$ cat src/rtl/core/gtpu_hp_pkg.sv
`timescale 1ns / 1ps

package gtpu_hp_pkg;

    // Default width of the saturating header octet counter.
    localparam int COUNT_BITS_DEF = 16;

    // Width of the header_bytes result field.
    localparam int HDR_BYTES_W = 16;

    // Header constants.
    localparam logic [7:0] VER_PT   = 8'h30;
    localparam logic [7:0] OPT_MASK = 8'h07;
    localparam logic [7:0] EXT_CONT = 8'h85;
    localparam logic [7:0] EXT_END  = 8'h00;
    localparam logic [7:0] VER_MASK = 8'hf0;
    localparam logic [7:0] QFI_MASK = 8'h3f;

    // Positions within the fixed part of the header.
    localparam logic [3:0] FIX_FLAGS  = 4'd0;
    localparam logic [3:0] FIX_TYPE   = 4'd1;
    localparam logic [3:0] FIX_LEN_HI = 4'd2;
    localparam logic [3:0] FIX_LEN_LO = 4'd3;
    localparam logic [3:0] FIX_TEID0  = 4'd4;
    localparam logic [3:0] FIX_TEID1  = 4'd5;
    localparam logic [3:0] FIX_TEID2  = 4'd6;
    localparam logic [3:0] FIX_TEID3  = 4'd7;
    localparam logic [3:0] FIX_NEXT   = 4'd11;

    // Result status codes.
    localparam logic [1:0] ST_OK     = 2'd0;
    localparam logic [1:0] ST_BADVER = 2'd1;
    localparam logic [1:0] ST_BADLEN = 2'd2;
    localparam logic [1:0] ST_TRUNC  = 2'd3;

    // Parser phase.
    typedef enum logic [2:0] {
        PH_FIXED,
        PH_EXTLEN,
        PH_CONT1,
        PH_CONT2,
        PH_SKIP,
        PH_NEXT,
        PH_PAYLOAD
    } t_phase;

    // One packet octet.
    typedef struct packed {
        logic [7:0] data_byte;
        logic       last_byte;
    } t_in_item;

    // One parsed header result.
    typedef struct packed {
        logic [7:0]             message_type;
        logic [15:0]            length_field;
        logic [31:0]            tunnel_id;
        logic                   container_present;
        logic [3:0]             pdu_type;
        logic [5:0]             flow_id;
        logic [HDR_BYTES_W-1:0] header_bytes;
        logic [1:0]             status;
    } t_out_item;

endpackage

$ cat src/rtl/core/gtpu_hp_in_reg.sv
`timescale 1ns / 1ps

module gtpu_hp_in_reg
    import gtpu_hp_pkg::*;
(
    input  logic     i_clk,
    input  logic     i_rst_n,
    input  logic     i_valid,
    output logic     o_stall,
    input  t_in_item i_data,
    output logic     o_valid,
    input  logic     i_take,
    output t_in_item o_data
);

    logic     r_valid;
    t_in_item r_data;

    // The register holds while its octet waits for the parser.
    assign o_stall = r_valid && !i_take;
    assign o_valid = r_valid;
    assign o_data  = r_data;

    // Control state.
    always_ff @(posedge i_clk) begin
        if (!i_rst_n) begin
            r_valid <= 1'b0;
        end else if (!o_stall) begin
            r_valid <= i_valid;
        end
    end

    // Payload capture on each accepted transaction.
    always_ff @(posedge i_clk) begin
        if (!o_stall && i_valid) begin
            r_data <= i_data;
        end
    end

endmodule

$ cat src/rtl/core/gtpu_hp_parser.sv
`timescale 1ns / 1ps

module gtpu_hp_parser
    import gtpu_hp_pkg::*;
#(
    parameter int COUNT_BITS = COUNT_BITS_DEF
) (
    input  logic      i_clk,
    input  logic      i_rst_n,
    input  logic      i_valid,
    input  t_in_item  i_data,
    input  logic      i_out_free,
    output logic      o_take,
    output logic      o_emit,
    output t_out_item o_result
);

    // Parser state.
    t_phase                r_phase;
    logic [3:0]            r_fixed;
    logic [7:0]            r_flags;
    logic [7:0]            r_type;
    logic [15:0]           r_len;
    logic [31:0]           r_teid;
    logic                  r_cont_seen;
    logic [3:0]            r_pdu;
    logic [5:0]            r_flow;
    logic [9:0]            r_rem;
    logic                  r_is_cont;
    logic [1:0]            r_err;
    logic [COUNT_BITS-1:0] r_count;

    // Updated values before the end-of-packet clear.
    t_phase                u_phase;
    logic [3:0]            u_fixed;
    logic [7:0]            u_flags;
    logic [7:0]            u_type;
    logic [15:0]           u_len;
    logic [31:0]           u_teid;
    logic                  u_cont_seen;
    logic [3:0]            u_pdu;
    logic [5:0]            u_flow;
    logic [9:0]            u_rem;
    logic                  u_is_cont;
    logic [1:0]            u_err;
    logic [COUNT_BITS-1:0] u_count;

    logic [7:0]             b;
    logic                   last;
    logic                   done;
    logic                   next_end;
    logic                   clear;
    logic                   emit;
    logic [1:0]             status;
    logic [9:0]             len_x4;
    logic [HDR_BYTES_W-1:0] hdr_bytes;

    assign b    = i_data.data_byte;
    assign last = i_data.last_byte;

    // A next-type octet ends the header on end-of-chain or after an error.
    assign next_end = (b == EXT_END) || (r_err != ST_OK);
    assign len_x4   = {b, 2'b00};

    // Header octet counter, saturating; payload octets are not counted.
    assign u_count = (r_phase != PH_PAYLOAD && r_count != {COUNT_BITS{1'b1}})
                     ? r_count + 1'b1 : r_count;

    // The result shows the counter clipped or zero-extended to the field width.
    generate
        if (COUNT_BITS > HDR_BYTES_W) begin : g_clip
            assign hdr_bytes = (|u_count[COUNT_BITS-1:HDR_BYTES_W])
                               ? {HDR_BYTES_W{1'b1}} : u_count[HDR_BYTES_W-1:0];
        end else if (COUNT_BITS == HDR_BYTES_W) begin : g_same
            assign hdr_bytes = u_count;
        end else begin : g_ext
            assign hdr_bytes = {{(HDR_BYTES_W - COUNT_BITS){1'b0}}, u_count};
        end
    endgenerate

    // One parse step on the octet in the input register.
    always_comb begin
        u_phase     = r_phase;
        u_fixed     = r_fixed;
        u_flags     = r_flags;
        u_type      = r_type;
        u_len       = r_len;
        u_teid      = r_teid;
        u_cont_seen = r_cont_seen;
        u_pdu       = r_pdu;
        u_flow      = r_flow;
        u_rem       = r_rem;
        u_is_cont   = r_is_cont;
        u_err       = r_err;
        done        = 1'b0;

        unique case (r_phase)
            PH_FIXED: begin
                case (r_fixed)
                    FIX_FLAGS: begin
                        u_flags = b;
                        if ((b & VER_MASK) != VER_PT) begin
                            u_err = ST_BADVER;
                        end
                    end
                    FIX_TYPE: u_type = b;
                    FIX_LEN_HI, FIX_LEN_LO: u_len = {r_len[7:0], b};
                    FIX_TEID0, FIX_TEID1, FIX_TEID2, FIX_TEID3: begin
                        u_teid = {r_teid[23:0], b};
                    end
                    default: ;
                endcase
                if (r_fixed == FIX_TEID3 && (r_flags & OPT_MASK) == 8'h00) begin
                    done = 1'b1;
                end else if (r_fixed >= FIX_NEXT) begin
                    if (next_end) begin
                        done = 1'b1;
                    end else begin
                        u_is_cont = (b == EXT_CONT);
                        u_phase   = PH_EXTLEN;
                    end
                end else begin
                    u_fixed = r_fixed + 4'd1;
                end
            end
            PH_EXTLEN: begin
                if (b == 8'h00) begin
                    u_err   = ST_BADLEN;
                    u_phase = PH_NEXT;
                end else if (r_is_cont) begin
                    u_rem   = len_x4 - 10'd4;
                    u_phase = PH_CONT1;
                end else begin
                    u_rem   = len_x4 - 10'd2;
                    u_phase = PH_SKIP;
                end
            end
            PH_CONT1: begin
                u_pdu       = b[7:4];
                u_cont_seen = 1'b1;
                u_phase     = PH_CONT2;
            end
            PH_CONT2: begin
                u_flow  = b[5:0] & QFI_MASK[5:0];
                u_phase = (r_rem != 10'd0) ? PH_SKIP : PH_NEXT;
            end
            PH_SKIP: begin
                if (r_rem != 10'd0) begin
                    u_rem = r_rem - 10'd1;
                end
                if (u_rem == 10'd0) begin
                    u_phase = PH_NEXT;
                end
            end
            PH_NEXT: begin
                if (next_end) begin
                    done = 1'b1;
                end else begin
                    u_is_cont = (b == EXT_CONT);
                    u_phase   = PH_EXTLEN;
                end
            end
            PH_PAYLOAD: ;
            default: u_phase = PH_FIXED;
        endcase

        if (done && !last) begin
            u_phase = PH_PAYLOAD;
        end
    end

    // Result decision: header end, or a packet cut short.
    assign emit   = (r_phase != PH_PAYLOAD) && (done || last);
    assign status = done ? u_err : ST_TRUNC;
    assign clear  = last;

    assign o_emit = i_valid && emit;
    assign o_take = i_valid && (!emit || i_out_free);

    always_comb begin
        o_result.message_type      = u_type;
        o_result.length_field      = u_len;
        o_result.tunnel_id         = u_teid;
        o_result.container_present = u_cont_seen;
        o_result.pdu_type          = u_pdu;
        o_result.flow_id           = u_flow;
        o_result.header_bytes      = hdr_bytes;
        o_result.status            = status;
    end

    // State register; the last octet of a packet clears everything.
    always_ff @(posedge i_clk) begin
        if (!i_rst_n || (o_take && clear)) begin
            r_phase     <= PH_FIXED;
            r_fixed     <= '0;
            r_flags     <= '0;
            r_type      <= '0;
            r_len       <= '0;
            r_teid      <= '0;
            r_cont_seen <= 1'b0;
            r_pdu       <= '0;
            r_flow      <= '0;
            r_rem       <= '0;
            r_is_cont   <= 1'b0;
            r_err       <= ST_OK;
            r_count     <= '0;
        end else if (o_take) begin
            r_phase     <= u_phase;
            r_fixed     <= u_fixed;
            r_flags     <= u_flags;
            r_type      <= u_type;
            r_len       <= u_len;
            r_teid      <= u_teid;
            r_cont_seen <= u_cont_seen;
            r_pdu       <= u_pdu;
            r_flow      <= u_flow;
            r_rem       <= u_rem;
            r_is_cont   <= u_is_cont;
            r_err       <= u_err;
            r_count     <= u_count;
        end
    end

endmodule

$ cat src/rtl/core/gtpu_hp_out_reg.sv
`timescale 1ns / 1ps

module gtpu_hp_out_reg
    import gtpu_hp_pkg::*;
(
    input  logic      i_clk,
    input  logic      i_rst_n,
    input  logic      i_load,
    input  t_out_item i_data,
    output logic      o_free,
    output logic      o_valid,
    input  logic      i_stall,
    output t_out_item o_data
);

    logic      r_valid;
    t_out_item r_data;

    // The register can take a new result when empty or being drained.
    assign o_free  = !r_valid || !i_stall;
    assign o_valid = r_valid;
    assign o_data  = r_data;

    // Control state.
    always_ff @(posedge i_clk) begin
        if (!i_rst_n) begin
            r_valid <= 1'b0;
        end else if (o_free) begin
            r_valid <= i_load;
        end
    end

    // Result capture.
    always_ff @(posedge i_clk) begin
        if (o_free && i_load) begin
            r_data <= i_data;
        end
    end

endmodule

$ cat src/rtl/core/gtpu_header_parser_unit.sv
`timescale 1ns / 1ps

// GTP-U header parser.
// Input channel: one packet octet per transaction (i_in_valid, o_in_stall,
// i_in_data), header first, with last_byte set on the final octet.
// Output channel: one header result per packet (o_out_valid, i_out_stall,
// o_out_data), carrying type, length, TEID, PDU session container fields,
// the header octet count and a status.
// The result leaves on the octet that ends the header, or on the last octet
// of a packet whose header is cut short (truncated status). Payload octets
// produce no result.
// The octet that causes a result sits in the input register; the parse
// step loads the result register from it when the result register is free.
// Throughput: one octet per cycle unless the input channel stalls; the
// parse step is a single registered update of the header state between
// the two registers.
// Reset (i_rst_n low, synchronous) empties both registers and returns the
// parser to the first header octet.
// While the receiver stalls, the pending result holds; octets that produce
// no result keep flowing, and an octet that would produce a result waits in
// the input register, stalling the input channel.
module gtpu_header_parser_unit
    import gtpu_hp_pkg::*;
#(
    parameter int COUNT_BITS = COUNT_BITS_DEF
) (
    input  logic      i_clk,
    input  logic      i_rst_n,
    input  logic      i_in_valid,
    output logic      o_in_stall,
    input  t_in_item  i_in_data,
    output logic      o_out_valid,
    input  logic      i_out_stall,
    output t_out_item o_out_data
);

    logic      in_valid;
    t_in_item  in_data;
    logic      take;
    logic      emit;
    logic      out_free;
    t_out_item result;

    // Input register.
    gtpu_hp_in_reg u_in_reg (
        .i_clk   (i_clk),
        .i_rst_n (i_rst_n),
        .i_valid (i_in_valid),
        .o_stall (o_in_stall),
        .i_data  (i_in_data),
        .o_valid (in_valid),
        .i_take  (take),
        .o_data  (in_data)
    );

    // Header state and parse step.
    gtpu_hp_parser #(
        .COUNT_BITS (COUNT_BITS)
    ) u_parser (
        .i_clk      (i_clk),
        .i_rst_n    (i_rst_n),
        .i_valid    (in_valid),
        .i_data     (in_data),
        .i_out_free (out_free),
        .o_take     (take),
        .o_emit     (emit),
        .o_result   (result)
    );

    // Result register.
    gtpu_hp_out_reg u_out_reg (
        .i_clk   (i_clk),
        .i_rst_n (i_rst_n),
        .i_load  (emit && take),
        .i_data  (result),
        .o_free  (out_free),
        .o_valid (o_out_valid),
        .i_stall (i_out_stall),
        .o_data  (o_out_data)
    );

endmodule

$ cat config.mk
export PLATFORM = sky130hd
export DESIGN_NAME = gtpu_header_parser_unit
export DESIGN_NICKNAME = d
export VERILOG_FILES = /design/src/rtl/core/gtpu_hp_pkg.sv /design/src/rtl/core/gtpu_hp_in_reg.sv /design/src/rtl/core/gtpu_hp_parser.sv /design/src/rtl/core/gtpu_hp_out_reg.sv /design/src/rtl/core/gtpu_header_parser_unit.sv
export SDC_FILE = /design/constraint.sdc
export NUM_CORES = 1
export LEC_CHECK = 0
export ABC_CLOCK_PERIOD_IN_PS = 6750
export CORE_UTILIZATION = 63
export DETAILED_ROUTE_END_ITERATION = 8
export DONT_BUFFER_PORTS = 1
export PLACE_DENSITY_LB_ADDON = 0.1
export SLEW_MARGIN = 30
export SYNTH_ARGS = -nofsm -noshare
export SYNTH_HDL_FRONTEND = slang
export SYNTH_SLANG_ARGS = --single-unit
export TNS_END_PERCENT = 1
$ cat constraint.sdc
create_clock -name i_clk -period 6.75 [get_ports i_clk]
set_input_delay 0.3375 -clock i_clk [delete_from_list [all_inputs] [get_ports i_clk]]
set_output_delay 0.3375 -clock i_clk [all_outputs]
set_load 0.005 [all_outputs]
# Word-level counts from Yosys, hierarchy flattened

Index checks and enable logic that the tools add are counted.

Register bits: 202
Input port bits: 13
Logic and storage cells: 132

Add/subtract/negate cells: 5
$lt $le $gt $ge: 1
Equal/unequal tests: 24
Muxes and demuxes: 36
Bitwise logic cells: 2
Reductions and logical operators: 39

Operator list:

| cell                  | count |
|---|---|
| $mux 32               | 2 |
| $mux 16               | 3 |
| $mux 10               | 4 |
| $mux 3                | 7 |
| $pmux 3 s7            | 1 |
| $pmux 10 s2           | 1 |
| $add 16x1->16 const B | 1 |
| $eq 4x3->1 const B    | 4 |
| $logic_not 8->1       | 2 |
| $mux 8                | 2 |
| $ne 16x16->1 const B  | 1 |
| $logic_and 1x1->1     | 11 |
| $logic_not 10->1      | 1 |
| $reduce_bool 10->1    | 1 |
| $sub 10x1->10 const B | 1 |
| $sub 10x2->10 const B | 1 |
| $sub 10x3->10 const B | 1 |
| $eq 3x3->1 const B    | 3 |
| $eq 4x2->1 const B    | 2 |
| $eq 8x8->1 const B    | 1 |
| $mux 1                | 8 |
| $reduce_and 4->1      | 2 |
| $logic_not 1->1       | 7 |
| $eq 3x2->1 const B    | 2 |
| 23 further kinds      | 38 |

# Logic depth before layout (Yosys ltp)

Depth in word-level cells: 15
Mapped depth: 11
Mapped depth without buffers: 8

# Modules after synthesis

From an unflattened synthesis, not the netlist that was laid out.

Cells, all modules: 862
Area, all modules: 8941.1 um2

Modules (own cells, without submodules):

| module                  | times used | cells an instance | area an instance (um2) |
|---|---|---|---|
| gtpu_hp_parser          | 1          | 758               | 6023.3 |
| gtpu_hp_out_reg         | 1          | 90                | 2593.7 |
| gtpu_hp_in_reg          | 1          | 13                | 317.8 |
| gtpu_header_parser_unit | 1          | 1                 | 6.3 |

# Worst setup path before layout

OpenSTA, ideal clock, no wires.

Kind: register to register
From: register u_in_reg.r_data (netlist bit u_in_reg.o_data[1])
To: register u_out_reg.r_data (netlist bit u_out_reg.o_data[0]) (enable)
Arrival: 5.332 ns
Path slack: 0.888 ns
Cell stages (with the launch flop): 9
Path buffers: 1
Period minus slack after synthesis: 5.862 ns
Path through: edfxtp_1 > clkbuf_1 > inv_1 > ha_1 > or3b_2 > o21ai_4 > a21o_1 > o21ai_0 > nor2_1

Word-level cells in the longest chain between the ends: 13
Elaborated cells on any way between the ends: 14
Classes of those cells: mux (4); reduce/logical (10)

Ends and longest elaborated chain:

| item                     | line                                         | text |
|---|---|---|
| start: declaration       | gtpu_hp_in_reg.sv:17                         | `t_in_item r_data;` |
| start signal: assignment | gtpu_hp_in_reg.sv:36                         | `r_data <= i_data;` |
| $logic_not 8->1 (*)      | gtpu_hp_parser.sv:62                         | `assign next_end = (b == EXT_END) \|\| (r_err != ST_OK);` |
| $logic_or 1x1->1 (*)     | gtpu_hp_parser.sv:62                         |  |
| $mux 1 (*)               | gtpu_hp_parser.sv:116, gtpu_hp_parser.sv:156 |  |
| $mux 1                   | gtpu_hp_parser.sv:115                        | `end else if (r_fixed >= FIX_NEXT) begin` |
| $mux 1                   | gtpu_hp_parser.sv:113                        | `if (r_fixed == FIX_TEID3 && (r_flags & OPT_MASK) == 8'h00) begin` |
| $pmux 1 s2 (*)           | gtpu_hp_parser.sv:97                         | `unique case (r_phase)` |
| $logic_or 1x1->1 (*)     | gtpu_hp_parser.sv:173                        | `assign emit = (r_phase != PH_PAYLOAD) && (done \|\| last);` |
| $logic_and 1x1->1 (*)    | gtpu_hp_parser.sv:173                        |  |
| $logic_not 1->1          | gtpu_hp_parser.sv:178                        | `assign o_take = i_valid && (!emit \|\| i_out_free);` |
| $logic_or 1x1->1         | gtpu_hp_parser.sv:178                        |  |
| $logic_and 1x1->1        | gtpu_hp_parser.sv:178                        |  |
| $logic_and 1x1->1 (*)    | gtpu_header_parser_unit.sv:74                | `.i_load (emit && take),` |
| $logic_and 1x1->1 (*)    | gtpu_hp_out_reg.sv:35                        | `if (o_free && i_load) begin` |
| end signal: assignment   | gtpu_hp_out_reg.sv:36                        | `r_data <= i_data;` |
| end: declaration         | gtpu_hp_out_reg.sv:17                        | `t_out_item r_data;` |

Mark *: on every way between the ends. The rest lies on a longest branch, timed or not.
A chain may end at the register's enable or synchronous reset.

# Final worst setup path

From: register u_in_reg.r_data (netlist bit u_in_reg.o_data[2])
To: register u_out_reg.r_data (netlist bit u_out_reg.o_data[74]) (enable)

The elaborated chain is that of the path after synthesis.

==> results.toml <==
[placed_design]
port_buffers = 0
preCtsSetupSlack_ns = 2.98
place_hpwl_um = 12700
gp_congestion = 0.821

[sta]
final-hold-violation-count = 0
maxSlewHeadroom = 0.350
max_freq_mhz = 262
setup_viol = 0
max_slew.worst_pin.slew_ns = 0.972
min_period_ns = 3.82
holdWs_ns = 0.103
finClkSkew_ns = 0.0124
rsz0062_at_grt = "no"
min_period_over_period = 0.565
slew_viol_final = 0
fin_setup_tns_ns = 0
timing.final.ws_setup_ns = 2.93

[clock_tree]
path_clk_slew_ns = 0.06
postCtsHoldBufs = 11
cts_resized = 0
cts_buffers = 21
clock_path_buffers = 3
postCtsSetupRepairBufs = 0
cts_root_buf = "clkbuf_16"
cts.htree.levels = 1
cts_tree = "built"
clock_sinks = 202
clk_latency_ns = 0.50

[detailed_routing]
avgRoutedWirePerCell_um = 19.6
met1_length_um = 8940
drc = 0
highest_layer = "met4"
drt_iter0_drc = 549
via_per_inst = 6.25
drtAntennaViolNets = 0
wl_met2_um = 9610
drtPass1Iterations = 5
vias = 6430
routed_wl_um = 20100
routed-wl-met3_um = 1100

[cells_and_area]
final_common_cell = "nand2_1"
final_cell_mix = "122 x nand2_1, 108 x dfxtp_1, 94 x edfxtp_1"
final_util = 0.719
nFillCells = 932
drive_gt1_frac = 0.159
nNetsFinal = 855
areaGrowthSynthToFinish_pct = 11.0
antennaDiodeCount = 0

[floorplan]
die_y_um = 122
chipWidth_um = 122
coreArea_um2 = 13900
initial_core_util = 0.648
dieArea_um2 = 14800
rows = 43
io_pins = 100

[synthesis]
syn-num-nets = 866
synth.avg_cell_area_um2 = 10.7
synth_area_um2 = 9030
ys_seq_area_frac = 0.552
synth_warnings = 0
synthFlopType = "dfxtp_1"
synthCells = 844
synth_edf_count = 94
synthArstFlopShare = 0
ys_types = 69
ys_ff_latch = 202

[critical_path]
r2r_start = "u_in_reg.o_data[2]"
end_kind = "flip-flop"
critPathKind = "flip-flop to flip-flop"
critPathMaxFanout = 63
arrival_ns = 3.94
r2r.worst_path.cells = 8
reg2reg_slack_ns = 2.93
reg2reg_to = "u_out_reg.o_data[74]"
cp-start-kind = "flip-flop"
required_ns = 6.87

[grt]
grt_max_degree = 64
antenna_found_initial = 0
track_usage = 0.272
grt_pass1_vias = 6240
globalRouteOverflowTotal = 0
grt_pass1_wl_um = 31800

[pwr]
p_per_area_nw_per_um2 = 268
seqPwrFrac = 0.490
total_power_w = 0.00269
p_clk_frac = 0.473
p_leak_nw = 3.62
pwr-share-comb = 0.037
internal-power_w = 0.00212
ir_worst_vdd_v = 0.000195
p_sw_w = 0.000564
p_sw_frac = 0.210

[hold_path]
whs_endpoint = "u_parser.r_count[1]"
hold_start = "i_rst_n"
hold_path_class = "input port to flip-flop"
holdPathStages = 2

[status]
status = "finished, final reports clean"

[job]
cap_violations = 0
-- cells by family (layout without fill, tap and decap cells) --
| family | after synthesis | count (layout) | share of synthesized area |
|---|---|---|---|
| AO/OA/AOI/OAI | 173 | 173 | 0.128 |
| XOR/XNOR | 28 | 28 | 0.0272 |
| adder cells (fa/ha/maj) | 9 | 9 | 0.0125 |
| buffers and inverters | 67 | 71 | 0.0320 |
| flip-flops | 202 | 202 | 0.552 |
| multiplexers | 89 | 89 | 0.108 |
| AND/OR/NAND/NOR | 276 | 276 | 0.141 |
-- how the worst max path moves through the flow --
| stage | start | to | slack [ns] |
|---|---|---|---|
| 5_1_grt | u_in_reg.o_data[2] | u_out_reg.o_data[76] | 2.71 |
| 3_3_place_gp | u_in_reg.o_data[2] | u_out_reg.o_data[46] | 3.15 |
| 2_1_floorplan | u_in_reg.o_data[1] | u_out_reg.o_data[0] | 0.89 |
| 4_1_cts | u_in_reg.o_data[2] | u_out_reg.o_data[69] | 2.94 |
| 6_report | u_in_reg.o_data[2] | u_out_reg.o_data[74] | 2.93 |
| 3_5_place_dp | u_in_reg.o_data[2] | u_out_reg.o_data[72] | 2.98 |
-- flip-flops by register name (all words and copies together), names as in the netlist --
| register | cells |
|---|---|
| u_out_reg.o_data | 85 |
| u_parser.r_teid | 32 |
| u_parser.r_count | 16 |
| u_parser.r_len | 16 |
| u_parser.r_rem | 10 |
| u_in_reg.o_data | 9 |
| u_parser.r_type | 8 |
| u_parser.r_flow | 6 |
| u_parser.r_fixed | 4 |
| u_parser.r_pdu | 4 |
| u_parser.r_flags | 3 |
| u_parser.r_phase | 3 |
| u_parser.r_err | 2 |
| u_in_reg.o_valid | 1 |
| u_out_reg.o_valid | 1 |
| u_parser.r_cont_seen | 1 |
| u_parser.r_is_cont | 1 |
-- synth_stat cells (all sizes together) (6+ instances only) --
library cell    n  area share
a31oi           6      0.0042
nand2         122       0.051
mux2           65       0.081
nor3           14      0.0089
clkbuf         30       0.012
or3             9      0.0062
edfxtp         94        0.31
mux2i          24       0.027
o211ai         10       0.010
nor2           59       0.025
dfxtp         108        0.24
a21oi          73       0.040
nand3          26       0.014
xnor2          14       0.014
nand2b          6      0.0042
ha              9       0.012
o21a            6      0.0050
buf            24       0.014
inv            13      0.0054
o21ai          30       0.018
or4             6      0.0054
o2111ai         8       0.010
and2            8      0.0055
xor2           14       0.014
-- area by class of cell --
cell class / count / area [um^2] / share of cell area
sequential: 202 / 4980 / 0.497
multi-input combinational: 575 / 3790 / 0.378
clock buffer: 26 / 606 / 0.0604
tap: 180 / 225 / 0.0225
timing repair buffer: 20 / 205 / 0.0205
clock inverter: 12 / 166 / 0.0166
inverter: 13 / 48.8 / 0.00487
-- stage by stage --
| stage | instances | area, um^2 |
|---|---|---|
| floorplan | 844 | 9030 |
| global placement | 977 | 9100 |
| detailed placement | 977 | 9100 |
| CTS | 1026 | 9980 |
| global route | 1028 | 10000 |
| finish | 1028 | 10000 |
-- metal layers --
metal,vias up,track usage
met5,-,0
met3,41,0.0407
met1,3130,0.369
met4,0,0.0934
met2,229,0.446
li1,3030,-
-- critical path, stage by stage (launching register included) --
cell	delay, ns
edfxtp_1	0.51
inv_1	0.16
ha_1	0.20
or3b_2	0.52
o21ai_4	0.25
a21o_1	0.18
o21ai_0	0.21
nor2_4	0.63
buf_4	0.73
-- power groups by stage --
stage / Combinational, W / Clock (W) / Sequential [W]
after global placement: 0.0000860 / 0 / 0.00134
after floorplan: 0.0000741 / 0 / 0.00133
after global routing: 0.000107 / 0.00132 / 0.00132
final: 0.0000991 / 0.00127 / 0.00132
after detailed placement: 0.0000884 / 0 / 0.00134
after CTS: 0.0000947 / 0.00128 / 0.00132
Note: power is estimated with default switching activity, not from simulation.
